==> config.mk <==
export PLATFORM = sky130hd
export DESIGN_NAME = trigger_holdoff_skip_density_router_flat
export DESIGN_NICKNAME = d
export VERILOG_FILES = /design/src/design/thsdr_pkg.sv /design/src/design/thsdr_if.sv /design/src/design/thsdr_csr.sv /design/src/design/thsdr_channel.sv /design/src/design/trigger_holdoff_skip_density_router.sv /design/src/flat_wrapper.sv
export VERILOG_INCLUDE_DIRS = /design/src /design/src/design
export SDC_FILE = /design/constraint.sdc
export NUM_CORES = 1
export LEC_CHECK = 0
export ABC_AREA = 1
export BUFFER_PORTS_ARGS = -buffer_cell sky130_fd_sc_hd__clkbuf_2
export CORE_UTILIZATION = 45
export DETAILED_ROUTE_END_ITERATION = 12
export PLACE_DENSITY = 0.72
export SYNTH_ARGS = -nofsm -noshare
export SYNTH_HDL_FRONTEND = slang
export SYNTH_SLANG_ARGS = --single-unit
==> constraint.sdc <==
create_clock -name clock -period 3.2 [get_ports clock]
set_clock_uncertainty 0.05 [all_clocks]
set_input_delay 0.32 -clock clock [delete_from_list [all_inputs] [get_ports clock]]
set_output_delay 0.32 -clock clock [all_outputs]
set_load 0.01 [all_outputs]
==> src/design/trigger_holdoff_skip_density_router_assert.svh <==
// Assertion helpers used by the router, which checks its own logic.
`ifndef TRIGGER_HOLDOFF_SKIP_DENSITY_ROUTER_ASSERT_SVH
`define TRIGGER_HOLDOFF_SKIP_DENSITY_ROUTER_ASSERT_SVH

// Check that a condition holds in the cycle after a trigger.
`define THSDR_ASSERT_NEXT(lbl, ante, cons, msg) \
   lbl: assert property (@(posedge clock) disable iff (reset) (ante) |=> (cons)) \
      else $error(msg);

// Check that a condition holds in the same cycle as a trigger.
`define THSDR_ASSERT_SAME(lbl, ante, cons, msg) \
   lbl: assert property (@(posedge clock) disable iff (reset) (ante) |-> (cons)) \
      else $error(msg);

`endif

==> src/design/thsdr_pkg.sv <==
`default_nettype none

package thsdr_pkg;

   localparam int MAX_CH       = 4;
   localparam int NUM_CHANNELS = 4;
   localparam int TIME_WIDTH   = 32;

   localparam int NOW_WIDTH   = 32;
   localparam int RAND_WIDTH  = 7;
   localparam int CTRL_WIDTH  = 16;
   localparam int SUM_WIDTH   = CTRL_WIDTH + 1;
   localparam int MODE_WIDTH  = 2;
   localparam int INDEX_WIDTH = 3;

   // Density threshold: fire when random percent plus control value exceeds this.
   localparam logic [SUM_WIDTH-1:0] DENSITY_FULL = SUM_WIDTH'(100);

   localparam logic [MAX_CH-1:0] CHANNEL_MASK = MAX_CH'((1 << NUM_CHANNELS) - 1);

   typedef enum logic [MODE_WIDTH-1:0] {
      MODE_HOLDOFF = 2'd0,
      MODE_SKIP    = 2'd1,
      MODE_DENSITY = 2'd2,
      MODE_INVALID = 2'd3
   } mode_type;

   localparam logic [INDEX_WIDTH-1:0] CSR_CHANNEL_ENABLE = 3'd0;
   localparam logic [INDEX_WIDTH-1:0] CSR_MODE_WORD      = 3'd1;
   localparam logic [INDEX_WIDTH-1:0] CSR_CONTROL_CH0    = 3'd2;
   localparam logic [INDEX_WIDTH-1:0] CSR_CONTROL_CH1    = 3'd3;
   localparam logic [INDEX_WIDTH-1:0] CSR_CONTROL_CH2    = 3'd4;
   localparam logic [INDEX_WIDTH-1:0] CSR_CONTROL_CH3    = 3'd5;

   typedef struct packed {
      logic [MAX_CH-1:0]                       enable;
      logic [MAX_CH-1:0][MODE_WIDTH-1:0]       mode;
      logic [MAX_CH-1:0][CTRL_WIDTH-1:0]       control;
   } cfg_type;

   typedef struct packed {
      logic                  en;
      mode_type              mode;
      logic [CTRL_WIDTH-1:0] cv;
   } chan_cfg_type;

endpackage

`default_nettype wire

==> src/design/thsdr_if.sv <==
`default_nettype none

interface thsdr_req_if import thsdr_pkg::*; ();
   logic                  valid;
   logic                  ready;
   logic [NOW_WIDTH-1:0]  now_ms;
   logic [RAND_WIDTH-1:0] rand_ch0;
   logic [RAND_WIDTH-1:0] rand_ch1;
   logic [RAND_WIDTH-1:0] rand_ch2;
   logic [RAND_WIDTH-1:0] rand_ch3;

   modport source (output valid, now_ms, rand_ch0, rand_ch1, rand_ch2, rand_ch3,
                   input ready);
   modport sink (input valid, now_ms, rand_ch0, rand_ch1, rand_ch2, rand_ch3,
                 output ready);
endinterface

interface thsdr_rsp_if import thsdr_pkg::*; ();
   logic              valid;
   logic              ready;
   logic [MAX_CH-1:0] fire_mask;
   logic              bad_mode;

   modport source (output valid, fire_mask, bad_mode, input ready);
   modport sink (input valid, fire_mask, bad_mode, output ready);
endinterface

interface thsdr_csr_if import thsdr_pkg::*; ();
   logic                   valid;
   logic                   ready;
   logic [INDEX_WIDTH-1:0] index;
   logic [CTRL_WIDTH-1:0]  data;

   modport source (output valid, index, data, input ready);
   modport sink (input valid, index, data, output ready);
endinterface

`default_nettype wire

==> src/design/thsdr_csr.sv <==
`default_nettype none

module thsdr_csr import thsdr_pkg::*; (
   input  logic        clock,
   input  logic        reset,
   thsdr_csr_if.sink   csr_if,
   output cfg_type     cfg
);

   cfg_type cfg_ff;

   assign csr_if.ready = 1'b1;
   assign cfg          = cfg_ff;

   always_ff @(posedge clock) begin
      if (reset) begin
         cfg_ff <= '0;
      end else if (csr_if.valid) begin
         case (csr_if.index)
            CSR_CHANNEL_ENABLE: cfg_ff.enable <= csr_if.data[MAX_CH-1:0];
            CSR_MODE_WORD:      cfg_ff.mode <= csr_if.data[MAX_CH*MODE_WIDTH-1:0];
            CSR_CONTROL_CH0:    cfg_ff.control[0] <= csr_if.data;
            CSR_CONTROL_CH1:    cfg_ff.control[1] <= csr_if.data;
            CSR_CONTROL_CH2:    cfg_ff.control[2] <= csr_if.data;
            CSR_CONTROL_CH3:    cfg_ff.control[3] <= csr_if.data;
            default: begin
               // drop writes to unmapped indexes
            end
         endcase
      end
   end

endmodule

`default_nettype wire

==> src/design/thsdr_channel.sv <==
`default_nettype none

module thsdr_channel import thsdr_pkg::*; (
   input  logic                  clock,
   input  logic                  reset,
   input  logic                  update,
   input  chan_cfg_type          cfg,
   input  logic [TIME_WIDTH-1:0] now_time,
   input  logic [RAND_WIDTH-1:0] rand_pct,
   output logic                  fire,
   output logic                  bad
);

   logic [TIME_WIDTH-1:0] deadline_ff;
   logic [TIME_WIDTH-1:0] deadline_in;
   logic [CTRL_WIDTH-1:0] count_ff;
   logic [CTRL_WIDTH-1:0] count_in;
   logic [SUM_WIDTH-1:0]  density_sum;

   assign density_sum = SUM_WIDTH'(cfg.cv) + SUM_WIDTH'(rand_pct);

   always_comb begin
      fire        = 1'b0;
      bad         = 1'b0;
      deadline_in = deadline_ff;
      count_in    = count_ff;
      if (cfg.en) begin
         case (cfg.mode)
            MODE_HOLDOFF: begin
               if (now_time > deadline_ff) begin
                  fire        = 1'b1;
                  deadline_in = now_time + TIME_WIDTH'(cfg.cv);
               end
            end
            MODE_SKIP: begin
               fire     = (count_ff == '0);
               // clear once the count reaches the control value, else advance
               count_in = (count_ff >= cfg.cv) ? '0 : count_ff + CTRL_WIDTH'(1);
            end
            MODE_DENSITY: begin
               fire = (density_sum > DENSITY_FULL);
            end
            default: begin
               bad = 1'b1;
            end
         endcase
      end
   end

   always_ff @(posedge clock) begin
      if (reset) begin
         deadline_ff <= '0;
         count_ff    <= '0;
      end else if (update) begin
         deadline_ff <= deadline_in;
         count_ff    <= count_in;
      end
   end

endmodule

`default_nettype wire

==> src/design/trigger_holdoff_skip_density_router.sv <==
// Trigger router: each transaction on req_if is one trigger event (a millisecond
// timestamp and one random percent per channel) and yields exactly one
// transaction on rsp_if with the mask of channels that fired and a flag for an
// enabled channel set to the invalid mode. Channels condition the event by
// holdoff (fire when the time is strictly past the deadline, then move the
// deadline to time plus control value, wrapping), skip (fire when the counter is
// zero, clear it once it reaches the control value) or density (fire when the
// random percent plus the control value exceeds 100). Disabled channels neither
// fire nor change state. The block takes one event per clock while rsp_if keeps
// taking results; each result passes through two register stages (input
// register, then the result register). Each channel's read-modify-write of its
// deadline and counter sits between them. The input register also serves as a
// skid stage, so a new event is taken while an earlier result waits on rsp_if.
// Write configuration through csr_if only while no event is in flight.
`default_nettype none

`include "trigger_holdoff_skip_density_router_assert.svh"

module trigger_holdoff_skip_density_router import thsdr_pkg::*; (
   input  logic          clock,
   input  logic          reset,
   thsdr_req_if.sink     req_if,
   thsdr_rsp_if.source   rsp_if,
   thsdr_csr_if.sink     csr_if
);

   cfg_type cfg;

   // Input register stage.
   logic                              in_valid_ff;
   logic                              in_valid_in;
   logic [NOW_WIDTH-1:0]              now_ff;
   logic [MAX_CH-1:0][RAND_WIDTH-1:0] rand_ff;

   // Result register stage.
   logic              rsp_valid_ff;
   logic              rsp_valid_in;
   logic [MAX_CH-1:0] fire_mask_ff;
   logic              bad_mode_ff;

   logic                  advance;
   logic                  accept;
   logic [TIME_WIDTH-1:0] now_time;
   logic [MAX_CH-1:0]     fire_vec;
   logic [MAX_CH-1:0]     bad_vec;

   thsdr_csr u_csr (
      .clock  (clock),
      .reset  (reset),
      .csr_if (csr_if),
      .cfg    (cfg)
   );

   // Move the held event into the result register when that register is free
   // or is being drained this cycle.
   assign advance      = in_valid_ff && (!rsp_valid_ff || rsp_if.ready);
   assign req_if.ready = !in_valid_ff || advance;
   assign accept       = req_if.valid && req_if.ready;

   assign in_valid_in  = req_if.ready ? req_if.valid : in_valid_ff;
   assign rsp_valid_in = advance ? 1'b1 : (rsp_if.ready ? 1'b0 : rsp_valid_ff);

   always_ff @(posedge clock) begin
      if (reset) begin
         in_valid_ff  <= 1'b0;
         rsp_valid_ff <= 1'b0;
      end else begin
         in_valid_ff  <= in_valid_in;
         rsp_valid_ff <= rsp_valid_in;
      end
   end

   // Hold the event payload until it advances.
   always_ff @(posedge clock) begin
      if (accept) begin
         now_ff     <= req_if.now_ms;
         rand_ff[0] <= req_if.rand_ch0;
         rand_ff[1] <= req_if.rand_ch1;
         rand_ff[2] <= req_if.rand_ch2;
         rand_ff[3] <= req_if.rand_ch3;
      end
   end

   // Timestamp at the channel time width; wraps the same as the deadlines.
   assign now_time = TIME_WIDTH'(now_ff);

   // One conditioning unit per implemented channel; state updates only when the
   // event advances, so each event sees what the previous one left.
   for (genvar c = 0; c < MAX_CH; c++) begin : g_chan
      if (c < NUM_CHANNELS) begin : g_used
         chan_cfg_type chan_cfg;

         assign chan_cfg.en   = cfg.enable[c];
         assign chan_cfg.mode = mode_type'(cfg.mode[c]);
         assign chan_cfg.cv   = cfg.control[c];

         thsdr_channel u_channel (
            .clock    (clock),
            .reset    (reset),
            .update   (advance),
            .cfg      (chan_cfg),
            .now_time (now_time),
            .rand_pct (rand_ff[c]),
            .fire     (fire_vec[c]),
            .bad      (bad_vec[c])
         );
      end else begin : g_unused
         assign fire_vec[c] = 1'b0;
         assign bad_vec[c]  = 1'b0;
      end
   end

   always_ff @(posedge clock) begin
      if (advance) begin
         fire_mask_ff <= fire_vec;
         bad_mode_ff  <= |bad_vec;
      end
   end

   assign rsp_if.valid     = rsp_valid_ff;
   assign rsp_if.fire_mask = fire_mask_ff;
   assign rsp_if.bad_mode  = bad_mode_ff;

   // An advancing event always lands in the result register.
   `THSDR_ASSERT_NEXT(a_advance_loads_rsp, advance, rsp_valid_ff,
      "advanced event did not reach the result register")

   // A stalled result keeps the held event in the input register.
   `THSDR_ASSERT_NEXT(a_stall_holds_input,
      in_valid_ff && rsp_valid_ff && !rsp_if.ready, in_valid_ff,
      "held event dropped while the result was stalled")

   // Channels beyond the implemented count never fire.
   `THSDR_ASSERT_SAME(a_unused_quiet, rsp_valid_ff,
      (fire_mask_ff & ~CHANNEL_MASK) == '0,
      "unimplemented channel fired")

endmodule

`default_nettype wire

==> src/flat_wrapper.sv <==
// flat-port wrapper written by rule: the top's interface ports become plain ports
module trigger_holdoff_skip_density_router_flat import thsdr_pkg::*;
  (clock, reset, req_if_valid, req_if_now_ms, req_if_rand_ch0, req_if_rand_ch1, req_if_rand_ch2, req_if_rand_ch3, req_if_ready, rsp_if_valid, rsp_if_fire_mask, rsp_if_bad_mode, rsp_if_ready, csr_if_valid, csr_if_index, csr_if_data, csr_if_ready);
  thsdr_req_if req_if_i ();
  thsdr_rsp_if rsp_if_i ();
  thsdr_csr_if csr_if_i ();
  input  logic clock;
  input  logic reset;
  input wire logic [$bits(req_if_i.valid)-1:0] req_if_valid;
  input wire logic [$bits(req_if_i.now_ms)-1:0] req_if_now_ms;
  input wire logic [$bits(req_if_i.rand_ch0)-1:0] req_if_rand_ch0;
  input wire logic [$bits(req_if_i.rand_ch1)-1:0] req_if_rand_ch1;
  input wire logic [$bits(req_if_i.rand_ch2)-1:0] req_if_rand_ch2;
  input wire logic [$bits(req_if_i.rand_ch3)-1:0] req_if_rand_ch3;
  output wire logic [$bits(req_if_i.ready)-1:0] req_if_ready;
  output wire logic [$bits(rsp_if_i.valid)-1:0] rsp_if_valid;
  output wire logic [$bits(rsp_if_i.fire_mask)-1:0] rsp_if_fire_mask;
  output wire logic [$bits(rsp_if_i.bad_mode)-1:0] rsp_if_bad_mode;
  input wire logic [$bits(rsp_if_i.ready)-1:0] rsp_if_ready;
  input wire logic [$bits(csr_if_i.valid)-1:0] csr_if_valid;
  input wire logic [$bits(csr_if_i.index)-1:0] csr_if_index;
  input wire logic [$bits(csr_if_i.data)-1:0] csr_if_data;
  output wire logic [$bits(csr_if_i.ready)-1:0] csr_if_ready;
  assign req_if_i.valid = req_if_valid;
  assign req_if_i.now_ms = req_if_now_ms;
  assign req_if_i.rand_ch0 = req_if_rand_ch0;
  assign req_if_i.rand_ch1 = req_if_rand_ch1;
  assign req_if_i.rand_ch2 = req_if_rand_ch2;
  assign req_if_i.rand_ch3 = req_if_rand_ch3;
  assign req_if_ready = req_if_i.ready;
  assign rsp_if_valid = rsp_if_i.valid;
  assign rsp_if_fire_mask = rsp_if_i.fire_mask;
  assign rsp_if_bad_mode = rsp_if_i.bad_mode;
  assign rsp_if_i.ready = rsp_if_ready;
  assign csr_if_i.valid = csr_if_valid;
  assign csr_if_i.index = csr_if_index;
  assign csr_if_i.data = csr_if_data;
  assign csr_if_ready = csr_if_i.ready;
  trigger_holdoff_skip_density_router u_core (.clock(clock), .reset(reset), .req_if(req_if_i), .rsp_if(rsp_if_i), .csr_if(csr_if_i));
endmodule
==> results.yml <==
sta:
  min_period_over_period: 0.9196
  unrepaired_setup_endpoints_after_global_routing: "false"
  totalNegativeSetupSlack_ns: 0
  min_period_ns: 2.943
  setup_ws_ns: 0.2573
  hold_viol_final: 0
  max-slew-margin-rel: 0.4593
  finalHoldWorstSlack_ns: 0.09274
  max_freq_mhz: 339.8
  max_slew.worst_pin.slew_ns: 0.8101
  finalSetupViolations: 0
  maxSlewViolCount: 0
clock_network:
  cts.root.buffer_cell: "sky130_fd_sc_hd__clkbuf_16"
  h_tree_depth: 2
  clk_latency_worst_skew_pair_ns: 0.59
  clockBufferDepth: 3
  tritoncts_clock_tree: "done"
  numCtsBuffers: 42
  path_clk_slew_ns: 0.07
  cts_sink_count: 335
synthesis:
  synthesized_net_count: 3967
  sequential_cell_area_fraction_in_the_yosys_report: 0.2964
  number_of_distinct_library_cell_variants_in_the_gate_level_netlist_after_synthesis: 52
  synth_enable_flop_cells: 65
  cell_area_after_synthesis_um2: 24820
  synth.most_common_cell: "sky130_fd_sc_hd__nand2_1"
  synth-async-reset-ratio: 0
  synth.area.top_cells: "sky130_fd_sc_hd__dfxtp_1 22%, sky130_fd_sc_hd__ha_1 15%, sky130_fd_sc_hd__nand2_1 13%"
  synthTopCellsByCount: "886 x sky130_fd_sc_hd__nand2_1, 467 x sky130_fd_sc_hd__inv_1, 416 x sky130_fd_sc_hd__nor2_1, 325 x sky130_fd_sc_hd__a21oi_1, 292 x sky130_fd_sc_hd__ha_1"
  ys_ff_latch: 335
  synthDominantAreaCellType: "sky130_fd_sc_hd__dfxtp_1"
  synth_top_cell_area_share: 0.2178
  postSynth.topFlopCell: "sky130_fd_sc_hd__dfxtp_1"
  syn-instance-count: 3583
  synth_warnings: 0
  syn_avg_cell_area_um2: 6.927
worst_setup_path:
  slowest_stage_delay_cp_ns: 0.50
  r2r.worst_path.cells: 12
  critical_path_class: "reg -> reg"
  slowest_stage: "sky130_fd_sc_hd__edfxtp_1"
  worst-r2r-setup-slack_ns: 0.26
  cp_cell_sequence: "buf_4 > ha_1 > nand2_1 > nor2_1 > nand4_1 > nor4_2 > a21oi_1 > nand3_2 > buf_12 > nand2_1 > nand2_1 > nor2_1"
  critPathCaptureType: "flop"
  worst_ep_arrival_time_ns: 3.37
  cp_max_fo: 48
  start_kind: "flop"
  critical_path.reg2reg.startpoint: "u_core.now_ff[29]"
  critical-path-top-cell-by-count: "sky130_fd_sc_hd__nand2_1"
  required_ns: 3.63
placed_design:
  preCtsSetupSlack_ns: 0.3452
  placement.io_buffers: 90
  gp_congestion: 0.9461
  dp.final_hpwl_um: 56070
final_layout:
  antenna-diode-count: 0
  flow.area_growth_from_synthesis_pct: 14.09
  final_net_count: 4133
  final_layout_size_suffix_gt1_frac: 0.07216
power_and_ir_drop:
  power_per_cell_area_nw_per_um2: 397.9
  vdd_drop_max_uv: 399.3
  totalPowerFinal_mw: 11.27
  leakagePower_nw: 13.53
floorplanning:
  die_w_um: 236.9
  number_of_cell_rows: 85
  initial_core_util: 0.4585
  die_h_um: 236.9
  core_um2: 54130
  dieArea_um2: 56100
  top_ports: 92
route:
  drt-total-wl_um: 73200
  detailroute.via_count: 23660
  antenna_violating_nets_post_route: 0
  residual_drc_count: 0
  routed_via_density: 5.283
  drtIter0Drc: 1961
  drt_pass1_iterations: 5
  wire_per_inst_um: 16.34
global_route:
  antenna_found_initial: 0
  grt_start_max_net_pins: 103
  grt.total_usage: 0.2612
  global_route_wire_length_before_repair_um: 116400
  grt_pass1_vias: 21790
  grt.overflow.total: 0
min_path:
  hold_path_depth: 3
  sink_of_the_worst_hold_path: "u_core.u_csr.cfg[0]"
  worstHoldStart: "csr_if_data[0]"
  hold_path.class: "in -> reg"
run:
  maxCapViolCount: 0
status:
  outcome: "completed"
-- worst max-delay path by stage --
stage	startpoint	to	depth (start not counted)
after floorplan	u_core.now_ff[1]	flop	12
after global routing	u_core.now_ff[28]	flop	12
after global placement	u_core.now_ff[28]	flop	12
final	u_core.now_ff[29]	flop	12
after CTS	u_core.now_ff[29]	flop	12
after detailed placement	u_core.now_ff[28]	flop	12
-- layer usage --
layer  wire [um]  global-route usage
met1       33330              0.3546
met2       33070              0.4298
met3        4640             0.03019
met4        2156             0.08599
met5           0                   0
-- report_power, final --
group / internal (mW) / switching, mW
clock: 3.09 / 2.08
combinational: 0.567 / 0.967
sequential: 4.41 / 0.156
total: 8.07 / 3.20
-- area by class of cell --
cell class	count	area, um^2
inverter	476	1789
multi-input combinational	2698	15340
tap	696	870.8
clock inverter	28	319.1
fill	5271	25810
sequential	335	7357
clock buffer	50	1164
timing repair buffer	196	1476
-- flip-flops by register name, indices dropped and copies added (netlist names) --
signal                                      flops
u_core.u_csr.cfg                               76
u_core.g_chan.g_used.u_channel.deadline_ff    128
u_core.now_ff                                  32
u_core.in_valid_ff                              1
u_core.g_chan.g_used.u_channel.count_ff        64
u_core.rsp_if.valid                             1
u_core.rsp_if.bad_mode                          1
u_core.rsp_if.fire_mask                         4
u_core.rand_ff                                 28
-- logic make-up (layout without fill, tap and decap cells) --
family                     after synthesis  count (layout)  synth area share
DFF                                    335             335            0.2964
xor gates and xnor gates               126             126           0.04446
buffers and inverters                  550             750           0.08565
adders and majority gates              300             300            0.1537
and+or+nand+nor                       1695            1695            0.2960
other                                    1               1         0.0001511
AOI/OAI and AO/OA                      576             576            0.1237
-- critical path, delay by kind of cell, from the launching register on --
family                   cells  cell delay, ns
flip-flops                   1            0.50
AO/OA/AOI/OAI                1            0.30
adder cells (fa/ha/maj)      1            0.29
AND/OR/NAND/NOR              8            1.22
buffers and inverters        2            0.45
-- cells in the final DEF (no fill, tap or decap), types with 9 or more instances in the layout --
master                          synthesis  final
sky130_fd_sc_hd__o21ai_0              162    162
sky130_fd_sc_hd__a21oi_1              325    325
sky130_fd_sc_hd__nor3_1                44     44
sky130_fd_sc_hd__nand2_1              886    886
sky130_fd_sc_hd__inv_1                467    466
sky130_fd_sc_hd__nor3b_1               11     11
sky130_fd_sc_hd__xor2_1               106    106
sky130_fd_sc_hd__a21boi_0              10     10
sky130_fd_sc_hd__edfxtp_1              65     65
sky130_fd_sc_hd__nor4_1                13     13
sky130_fd_sc_hd__nand2_2                9      9
sky130_fd_sc_hd__dfxtp_1              270    270
sky130_fd_sc_hd__xnor2_1               20     20
sky130_fd_sc_hd__nor3_2                 9      9
sky130_fd_sc_hd__clkbuf_2               0     90
sky130_fd_sc_hd__dlygate4sd3_1          0     62
sky130_fd_sc_hd__nor2_1               416    416
sky130_fd_sc_hd__ha_1                 292    292
sky130_fd_sc_hd__clkbuf_16              0     44
sky130_fd_sc_hd__buf_4                  3     38
sky130_fd_sc_hd__a21o_1                19     19
sky130_fd_sc_hd__nand4_1               85     85
sky130_fd_sc_hd__nand3b_1              20     20
sky130_fd_sc_hd__clkinv_2               0      9
sky130_fd_sc_hd__nand3_1              165    164
sky130_fd_sc_hd__o21ai_1               23     23
-- metrics by stage --
| stage | utilization | instances | cell area [um^2] |
|---|---|---|---|
| after floorplan | - | 3583 | 24820 |
| after global placement | 0.4843 | 4339 | 26220 |
| after detailed placement | 0.4843 | 4339 | 26220 |
| after CTS | 0.5231 | 4479 | 28320 |
| after global routing | 0.5231 | 4479 | 28320 |
| final | 0.5231 | 4479 | 28320 |
-- timing repair --
item,4_1_cts,5_1_grt
setup buffers,0,0
endpoints found under the hold margin,62,0
gates resized for setup,0,0
hold buffers,62,0
No activity file was read; power rests on OpenSTA's default activity.
